File: src/design/hsws_pkg.sv
// ----------------------------------------------------------------------------
// hsws_pkg
// shared types and constants of the handle stack with slide
// ----------------------------------------------------------------------------
`default_nettype none

package hsws_pkg;

  // fixed field widths of the two channels
  localparam int unsigned OPCODE_BITS  = 3;
  localparam int unsigned HANDLE_IO_BITS = 32;
  localparam int unsigned AMOUNT_BITS  = 9;
  localparam int unsigned ENTRIES_BITS = 9;

  typedef enum logic [OPCODE_BITS-1:0] {
    OP_PUSH  = 3'd0,
    OP_POP   = 3'd1,
    OP_PEEK  = 3'd2,
    OP_DROP  = 3'd3,
    OP_SLIDE = 3'd4
  } opcode_t;

  typedef enum logic [0:0] {
    ST_IDLE = 1'b0,
    ST_READ = 1'b1
  } state_t;

  // result handed from the controller to the output register
  typedef struct packed {
    logic                    load;
    logic                    use_mem;
    logic                    fault;
    logic [ENTRIES_BITS-1:0] entries;
  } resp_t;

endpackage

`default_nettype wire

File: src/design/hsws_if.sv
// ----------------------------------------------------------------------------
// hsws_if
// valid/ready channels for operations and results
// ----------------------------------------------------------------------------
`default_nettype none

interface hsws_in_if;
  logic                                   valid;
  logic                                   ready;
  logic [hsws_pkg::OPCODE_BITS-1:0]       opcode;
  logic [hsws_pkg::HANDLE_IO_BITS-1:0]    handle_in;
  logic [hsws_pkg::AMOUNT_BITS-1:0]       amount;

  modport source (output valid, output opcode, output handle_in, output amount,
                  input ready);
  modport sink   (input valid, input opcode, input handle_in, input amount,
                  output ready);
endinterface


`default_nettype wire

File: src/design/hsws_ctrl.sv
// ----------------------------------------------------------------------------
// hsws_ctrl
// operation decode, entry count, ram addressing and sequencing
// ----------------------------------------------------------------------------
`default_nettype none

module hsws_ctrl #(
  parameter int unsigned STACK_DEPTH = 256,
  parameter int unsigned HANDLE_BITS = 32
) (
  input  wire logic                           clk,
  input  wire logic                           rst_n,
  hsws_in_if.sink                             in_ch,
  input  wire logic                           out_free,
  output logic                                ram_we,
  output logic [$clog2(STACK_DEPTH)-1:0]      ram_waddr,
  output logic [HANDLE_BITS-1:0]              ram_wdata,
  output logic                                ram_re,
  output logic [$clog2(STACK_DEPTH)-1:0]      ram_raddr,
  input  wire logic [HANDLE_BITS-1:0]         ram_rdata,
  output hsws_pkg::resp_t                     resp
);

  localparam int unsigned AW   = $clog2(STACK_DEPTH);
  localparam int unsigned CW   = $clog2(STACK_DEPTH + 1);
  localparam int unsigned CMPW =
    ((CW > hsws_pkg::AMOUNT_BITS) ? CW : hsws_pkg::AMOUNT_BITS) + 1;
  localparam int unsigned XW   =
    (HANDLE_BITS > hsws_pkg::HANDLE_IO_BITS) ? HANDLE_BITS : hsws_pkg::HANDLE_IO_BITS;

  hsws_pkg::state_t state_r, state_nxt;
  logic [CW-1:0]    cnt_r;
  logic [CW-1:0]    cnt_nxt;
  logic [AW-1:0]    slide_addr_r, slide_addr_nxt;
  logic             slide_r, slide_nxt;

  logic             accept;
  logic [CMPW-1:0]  cnt_w, amt_w, below_w, top_w, cnt_nxt_w;
  logic [XW-1:0]    handle_x;

  assign in_ch.ready = (state_r == hsws_pkg::ST_IDLE) && out_free;
  assign accept      = in_ch.valid && in_ch.ready;

  assign cnt_w    = CMPW'(cnt_r);
  assign amt_w    = CMPW'(in_ch.amount);
  assign top_w    = cnt_w - CMPW'(1);
  assign below_w  = cnt_w - amt_w - CMPW'(1);
  assign handle_x = XW'(in_ch.handle_in);
  assign cnt_nxt  = cnt_nxt_w[CW-1:0];

  always_ff @(posedge clk) begin
    if (!rst_n) begin
      state_r <= hsws_pkg::ST_IDLE;
      cnt_r   <= '0;
      slide_r <= 1'b0;
    end else begin
      state_r <= state_nxt;
      cnt_r   <= cnt_nxt;
      slide_r <= slide_nxt;
    end
  end

  always_ff @(posedge clk) begin
    slide_addr_r <= slide_addr_nxt;
  end

  always_comb begin
    state_nxt      = state_r;
    cnt_nxt_w      = cnt_w;
    slide_nxt      = slide_r;
    slide_addr_nxt = slide_addr_r;
    ram_we         = 1'b0;
    ram_waddr      = cnt_r[AW-1:0];
    ram_wdata      = handle_x[HANDLE_BITS-1:0];
    ram_re         = 1'b0;
    ram_raddr      = top_w[AW-1:0];
    resp           = '0;

    case (state_r)
      hsws_pkg::ST_IDLE: begin
        if (accept) begin
          resp.load = 1'b1;
          case (hsws_pkg::opcode_t'(in_ch.opcode))
            hsws_pkg::OP_PUSH: begin
              if (cnt_r == CW'(STACK_DEPTH)) begin
                resp.fault = 1'b1;
              end else begin
                ram_we    = 1'b1;
                cnt_nxt_w = cnt_w + CMPW'(1);
              end
            end
            hsws_pkg::OP_POP: begin
              if (cnt_r == '0) begin
                resp.fault = 1'b1;
              end else begin
                ram_re    = 1'b1;
                cnt_nxt_w = top_w;
                slide_nxt = 1'b0;
                state_nxt = hsws_pkg::ST_READ;
                resp.load = 1'b0;
              end
            end
            hsws_pkg::OP_PEEK: begin
              if (cnt_w <= amt_w) begin
                resp.fault = 1'b1;
              end else begin
                ram_re    = 1'b1;
                ram_raddr = below_w[AW-1:0];
                slide_nxt = 1'b0;
                state_nxt = hsws_pkg::ST_READ;
                resp.load = 1'b0;
              end
            end
            hsws_pkg::OP_DROP: begin
              if (cnt_w < amt_w) begin
                resp.fault = 1'b1;
              end else begin
                cnt_nxt_w = cnt_w - amt_w;
              end
            end
            hsws_pkg::OP_SLIDE: begin
              if (cnt_w <= amt_w) begin
                resp.fault = 1'b1;
              end else begin
                ram_re         = 1'b1;
                slide_addr_nxt = below_w[AW-1:0];
                cnt_nxt_w      = cnt_w - amt_w;
                slide_nxt      = 1'b1;
                state_nxt      = hsws_pkg::ST_READ;
                resp.load      = 1'b0;
              end
            end
            default: begin
            end
          endcase
        end
      end
      hsws_pkg::ST_READ: begin
        // entry is back from the ram: hand it out, or copy it down for slide
        ram_we       = slide_r;
        ram_waddr    = slide_addr_r;
        ram_wdata    = ram_rdata;
        resp.load    = 1'b1;
        resp.use_mem = !slide_r;
        state_nxt    = hsws_pkg::ST_IDLE;
      end
      default: begin
        state_nxt = hsws_pkg::ST_IDLE;
      end
    endcase

    resp.entries = cnt_nxt_w[hsws_pkg::ENTRIES_BITS-1:0];
  end

endmodule

`default_nettype wire

File: src/flat_wrapper.sv
// flat-port wrapper written by rule: the top's interface ports become plain ports
module hsws_ctrl_flat 
#(
  parameter int unsigned STACK_DEPTH = 256,
  parameter int unsigned HANDLE_BITS = 32
)
  (clk, rst_n, out_free, ram_we, ram_waddr, ram_wdata, ram_re, ram_raddr, ram_rdata, resp, in_ch_valid, in_ch_opcode, in_ch_handle_in, in_ch_amount, in_ch_ready);
  hsws_in_if in_ch_i ();
  input  wire logic clk;
  input  wire logic rst_n;
  input  wire logic out_free;
  output logic ram_we;
  output logic [$clog2(STACK_DEPTH)-1:0] ram_waddr;
  output logic [HANDLE_BITS-1:0] ram_wdata;
  output logic ram_re;
  output logic [$clog2(STACK_DEPTH)-1:0] ram_raddr;
  input  wire logic [HANDLE_BITS-1:0] ram_rdata;
  output hsws_pkg::resp_t resp;
  input wire logic [$bits(in_ch_i.valid)-1:0] in_ch_valid;
  input wire logic [$bits(in_ch_i.opcode)-1:0] in_ch_opcode;
  input wire logic [$bits(in_ch_i.handle_in)-1:0] in_ch_handle_in;
  input wire logic [$bits(in_ch_i.amount)-1:0] in_ch_amount;
  output wire logic [$bits(in_ch_i.ready)-1:0] in_ch_ready;
  assign in_ch_i.valid = in_ch_valid;
  assign in_ch_i.opcode = in_ch_opcode;
  assign in_ch_i.handle_in = in_ch_handle_in;
  assign in_ch_i.amount = in_ch_amount;
  assign in_ch_ready = in_ch_i.ready;
  hsws_ctrl #(.STACK_DEPTH(STACK_DEPTH), .HANDLE_BITS(HANDLE_BITS)) u_core (.clk(clk), .rst_n(rst_n), .in_ch(in_ch_i), .out_free(out_free), .ram_we(ram_we), .ram_waddr(ram_waddr), .ram_wdata(ram_wdata), .ram_re(ram_re), .ram_raddr(ram_raddr), .ram_rdata(ram_rdata), .resp(resp));
endmodule
File: config.mk
export PLATFORM = sky130hd
export DESIGN_NAME = hsws_ctrl_flat
export DESIGN_NICKNAME = d
export VERILOG_FILES = /design/src/design/hsws_pkg.sv /design/src/design/hsws_if.sv /design/src/design/hsws_ctrl.sv /design/src/flat_wrapper.sv
export SDC_FILE = /design/constraint.sdc
export NUM_CORES = 1
export LEC_CHECK = 0
export BUFFER_PORTS_ARGS = -buffer_cell sky130_fd_sc_hd__buf_2
export CELL_PAD_IN_SITES_DETAIL_PLACEMENT = 1
export CELL_PAD_IN_SITES_GLOBAL_PLACEMENT = 1
export CORE_UTILIZATION = 34
export CTS_CLUSTER_SIZE = 14
export DETAILED_ROUTE_END_ITERATION = 10
export GPL_ROUTABILITY_DRIVEN = 0
export PLACE_DENSITY = 0.88
export SLEW_MARGIN = 25
export SYNTH_ARGS = -nofsm -noshare
export SYNTH_HDL_FRONTEND = slang
export SYNTH_SLANG_ARGS = --single-unit
File: constraint.sdc
create_clock -name clk -period 8.2 [get_ports clk]
set_clock_uncertainty 0.15 [all_clocks]
set_input_delay 0.82 -clock clk [delete_from_list [all_inputs] [get_ports clk]]
set_output_delay 0.82 -clock clk [all_outputs]
set_load 0.05 [all_outputs]
# After elaboration in Yosys (flattened, before gate mapping)
# Cells that the tools add are included.
# op_classes
n_addsub,4
n_lt_le_gt_ge,2
eq_ne,8
mux,38
bitwise_logic,2
reduce_logical,9
# ops
cell,n
$mux W9,6
$mux W8,5
$pmux W9 S4,1
$mux W32,1
$mux W1,18
$pmux W1 S2,5
$add A9 B1 Y9 const B,1
$eq A9 B9 Y1 const B,1
$le A9 B9 Y1,1
$logic_not A9 Y1,1
$lt A9 B9 Y1,1
$sub A9 B1 Y9 const B,1
$sub A9 B9 Y9,1
$sub A8 B1 Y8 const B,1
$eq A3 B2 Y1 const B,2
$ne A2 B2 Y1 const B,3
$reduce_and A6 Y1,1
$pmux W1 S4,1
$reduce_and A4 Y1,1
$eq A3 B1 Y1 const B,1
$eq A3 B3 Y1 const B,1
$logic_not A3 Y1,1
$pmux W1 S3,1
$reduce_bool A3 Y1,1
4 further kinds,6
# word_totals
reg_bits,19
in_bits,80
output_inout_bits,63
elab_cells,67

# Depth between registers and ports, before layout
# logic_depth
word_depth,6
ltp_mapped,10
ltp_nobuf,10

# Least setup slack after synthesis
# OpenSTA, ideal clock, no wires.
# synth_path
kind,input to output
startpoint,in in_ch_amount[2]
endpoint,out ram_raddr[2]
arrival_time_ps,3205
required_time_ps,7230
setup_slack_ps,4025
cell_stages,10
path_buffers,1
cell_sequence,inv_1 -> ha_1 -> o21ai_0 -> a21oi_1 -> o21ai_1 -> a21oi_1 -> nand4b_1 -> clkbuf_1 -> nor2_1 -> a21oi_1
# synth_via
elab_chain_cells,6
elab_cells_between_ends,7
cone_classes,add/sub (2); order compare (1); mux (4)
# synth_rtl
item,line,source
"start, declared",flat_wrapper.sv:22,input wire logic [$bits(in_ch_i.amount)-1:0] in_ch_amount;
$sub A9 B9 Y9,hsws_ctrl.sv:47,assign below_w = cnt_w - amt_w - CMPW'(1);
$sub A8 B1 Y8,hsws_ctrl.sv:47,
$mux W8 (*),hsws_ctrl.sv:104,if (cnt_w <= amt_w) begin
$mux W8 (*),hsws_ctrl.sv:83,case (hsws_pkg::opcode_t'(in_ch.opcode))
$mux W8 (*),hsws_ctrl.sv:81,if (accept) begin
$mux W8 (*),hsws_ctrl.sv:79,case (state_r)
"end, declared",flat_wrapper.sv:16,output logic [$clog2(STACK_DEPTH)-1:0] ram_raddr;
# Every way passes the cells marked *; elsewhere a longest branch is shown, timed or not.

# Worst setup path after layout
# layout_path
startpoint,in in_ch_amount[3]
endpoint,out ram_raddr[1]
# layout_via
elab_chain_cells,5
# layout_rtl
item,line
$le A9 B9 Y1,hsws_ctrl.sv:104
$mux W8,hsws_ctrl.sv:104
$mux W8,hsws_ctrl.sv:83
$mux W8,hsws_ctrl.sv:81
$mux W8,hsws_ctrl.sv:79
# No other way between the ends.

==> flow_metrics.env <==
export IMPL_synth_compound_area_share_pct=19.9
export IMPL_crit_family="compound AO/OA/AOI/OAI gates"
export IMPL_post_synth_xor_area_fraction_pct=7.80
export IMPL_grt_overflow_total=0
export IMPL_post_route_cells_drive_above_1_share_pct=46.0
export IMPL_timing_critical_path_from="in_ch_amount[3]"
export IMPL_final_period_minus_worst_setup_slack_ns=4.54
export IMPL_synth_avg_cell_area_sq_um=8.33
export IMPL_mostFrequentLayoutCell="buf_2"
export IMPL_synth_ff_type="dfxtp_1"
export IMPL_crit_arrival_ns=3.57
export IMPL_finalCritPeriodShare_pct=55.4
export IMPL_routed_wire_length_per_instance_um=18.1
export IMPL_die_h_um=89.2
export IMPL_post_cts_resize_count=0
export IMPL_setup_total_negative_slack_ns=0
export IMPL_post_place_cells=532
export IMPL_power_static_leakage_nw=1.57
export IMPL_initial_utilization_pct=35.4
export IMPL_cts_max_level=1
export IMPL_layout_cells_non_filler=536
export IMPL_design_core_area_sq_um=7290
export IMPL_peakVddDrop_mv=0.0379
export IMPL_cell_area_after_technology_mapping_sq_um=2580
export IMPL_crit_top_cell="a21oi_1"
export IMPL_worst_path_stages=10
export IMPL_timing_critical_path_slowest_stage_cell="nand4b_1"
export IMPL_postCtsHoldBufs=0
export IMPL_insertion_delay_ns=0.27
export IMPL_type_of_the_tightest_min_delay_check="reg -> reg"
export IMPL_final_net_count=532
export IMPL_placed_cell_areas_sq_um=3310
export IMPL_cp_end_kind="output pin"
export IMPL_yosys_register_bits=19
export IMPL_drtPass1Iterations=5
export IMPL_cap_violations=0
export IMPL_number_of_cells_on_the_worst_reg_to_reg_path=8
export IMPL_detailroute_via_count=2839
export IMPL_drt_antenna_violating_nets=0
export IMPL_simple_gate_area_share_of_the_yosys_netlist_pct=22.9
export IMPL_outcome="finished, final reports clean"
export IMPL_critical_path_startpoint_type="primary input"
export IMPL_routed_wire_length_um=9710
export IMPL_setup_repair_after_global_routing_missed_its_margin="false"
export IMPL_setup_worst_path_class="in -> out"
export IMPL_layout_area_overhead_vs_synth_pct=30.0
export IMPL_muxShareOfSynthArea_pct=17.8
export IMPL_maxSlewHeadroom_pct=24.7
export IMPL_ys_seq_area_share_pct=17.8
export IMPL_post_drt_via_cell_ratio=5.30
export IMPL_post_cts_setup_buffer_count=0
export IMPL_chipWidth_um=89.2
export IMPL_cp_max_fo=14
export IMPL_synth_edf_count=8
export IMPL_max_freq_mhz=220
export IMPL_grt_max_degree=48
export IMPL_synth_fp_nets=404
export IMPL_number_of_instances_in_the_synthesized_netlist=310
export IMPL_grt_usage_pct=23.0
export IMPL_port_buffers=142
export IMPL_floorplan_io_pins=143
export IMPL_final_hold_worst_slack_ns=0.491
export IMPL_root_buffer="clkbuf_8"
export IMPL_hpwlAfterDp_um=7870
export IMPL_die_area_sq_um=7950
export IMPL_yosysWarningCount=0
export IMPL_clock_sinks=19
export IMPL_endpoint="ram_raddr[1]"
export IMPL_total_of_fill_cells_in_the_finished_design=977
export IMPL_timing_final_max_slew_violations=0
export IMPL_critical_path_buf_inv_count=3
export IMPL_grt_pass1_wl_um=13900
export IMPL_drc=0
export IMPL_timing_rr_end="u_core.slide_addr_r[1]"
export IMPL_r2r_setup_slack_ns=4.90
export IMPL_final_number_of_hold_violating_endpoints=0
export IMPL_power_per_cell_area_nw_per_um2=85.2
export IMPL_mostFrequentLayoutCells="142 x buf_2, 40 x mux2_2, 22 x nor2_1, 22 x a21oi_1, 18 x inv_1"
export IMPL_initial_antenna_violation_count=0
export IMPL_cts_made_buffers=3
export IMPL_async_reset_ff_share_pct=0
export IMPL_crit_path_cell_trace="buf_2 -> inv_1 -> ha_1 -> o21ai_0 -> a21oi_1 -> o21ai_1 -> a21oi_1 -> nand4b_1 -> a21oi_1 -> buf_2"
export IMPL_drt_iter0_drc=133
export IMPL_setup_viol=0
export IMPL_grt_pass1_vias=2742
export IMPL_main_combinational_cell_family_by_area_after_synthesis="simple AND/OR/NAND/NOR gates"
export IMPL_required_time_of_the_critical_path_ns=7.23
export IMPL_design_area_sq_um=3360
export IMPL_post_synth_fa_ha_maj_area_fraction_pct=7.07
export IMPL_regToRegStartpoint="u_core.cnt_r[0]"
export IMPL_worst_slew_pin_transition_ns=1.12
export IMPL_clkTransAtPathRegs_ns=0.07
export IMPL_yosysUniqueCellTypes=65
export IMPL_cts_tree="built"
export IMPL_antennaDiodeCount=0
export IMPL_cp_slowest_stage_delay_ns=0.55
export IMPL_placement_rows=31
export IMPL_ctsLongestPathBuffers=2
-- layout make-up --
cell class / instances / area [sq um] / area share (%)
Multi-Input combinational cell: 254 / 1950 / 58.0
Inverter: 18 / 67.6 / 2.01
Clock inverter: 1 / 5.00 / 0.149
Timing Repair Buffer: 142 / 711 / 21.2
Tap cell: 99 / 124 / 3.69
Clock buffer: 3 / 41.3 / 1.23
Sequential cell: 19 / 462 / 13.7
-- worst min path at each step --
stage / start / to / depth (start not counted)
2_1_floorplan: u_core.cnt_r[1] / u_core.cnt_r[1] / 2
3_3_place_gp: u_core.cnt_r[1] / u_core.cnt_r[1] / 2
3_5_place_dp: u_core.cnt_r[1] / u_core.cnt_r[1] / 2
4_1_cts: u_core.cnt_r[1] / u_core.cnt_r[1] / 2
5_1_grt: u_core.cnt_r[1] / u_core.cnt_r[1] / 2
6_report: u_core.cnt_r[1] / u_core.cnt_r[1] / 2
-- routing by layer --
layer	vias to the layer above	track usage, %	wire length, um
met5	-	0	0
met4	0	2.74	63
met3	8	3.51	583
met2	95	41.9	4990
met1	1349	29.2	4080
li1	1387	-	-
-- per-stage QoR --
stage	util [%]	power, mW	worst slack (ns)
after floorplan	-	0.180	4.03
after global placement	45.4	0.215	3.84
after detailed placement	45.4	0.219	3.72
after CTS	46.1	0.287	3.70
after global routing	46.1	0.301	3.48
final	46.1	0.286	3.66
-- worst reg2reg max path: stages, from the launching register on --
cell	delay [ns]
dfxtp_1	0.48
inv_1	0.21
ha_1	0.27
nand2b_1	0.18
a21oi_1	0.27
o21ai_1	0.23
a21oi_1	0.36
nand2_1	0.09
nor2_1	0.68
-- power breakdown --
group	switching [mW]	leakage (nW)	internal, mW	total, mW
Clock	0.0353	0.0255	0.0339	0.0692
Combinational	0.0769	1.39	0.0405	0.117
Sequential	0.000331	0.161	0.0993	0.0997
-- sequential cells by signal, summed over array words and instances (netlist names) --
signal and count:
u_core.slide_r 1, u_core.cnt_r 9, u_core.state_r 1, u_core.slide_addr_r 8
-- synth_stat cells, types with 3 or more instances --
cell type	instances	area, sq um
buf_6	4	45.0
nand3_1	10	50.1
dfxtp_1	11	220
nand4_1	4	25.0
inv_1	18	67.6
and3_1	4	25.0
ha_1	13	163
buf_1	3	11.3
nor2b_1	4	25.0
and2_1	11	68.8
nand2b_1	4	25.0
nor3_1	10	50.1
o2bb2ai_1	3	26.3
clkbuf_1	8	30.0
nor2_1	22	82.6
xor2_1	10	87.6
edfxtp_1	8	240
a31oi_1	3	18.8
xnor2_1	13	114
buf_2	4	20.0
mux2_2	40	450
a221o_1	4	40.0
nand2_1	17	63.8
a211oi_1	3	22.5
a21oi_1	22	110
o21ai_0	9	45.0
or3_1	3	18.8
-- logic make-up after synthesis --
family	after synthesis
xor+xnor	23
buf+inv	37
compound gates	72
mux	41
simple gates	104
fa+ha+maj	14
flops	19
Power figures use the tool's default switching activity.
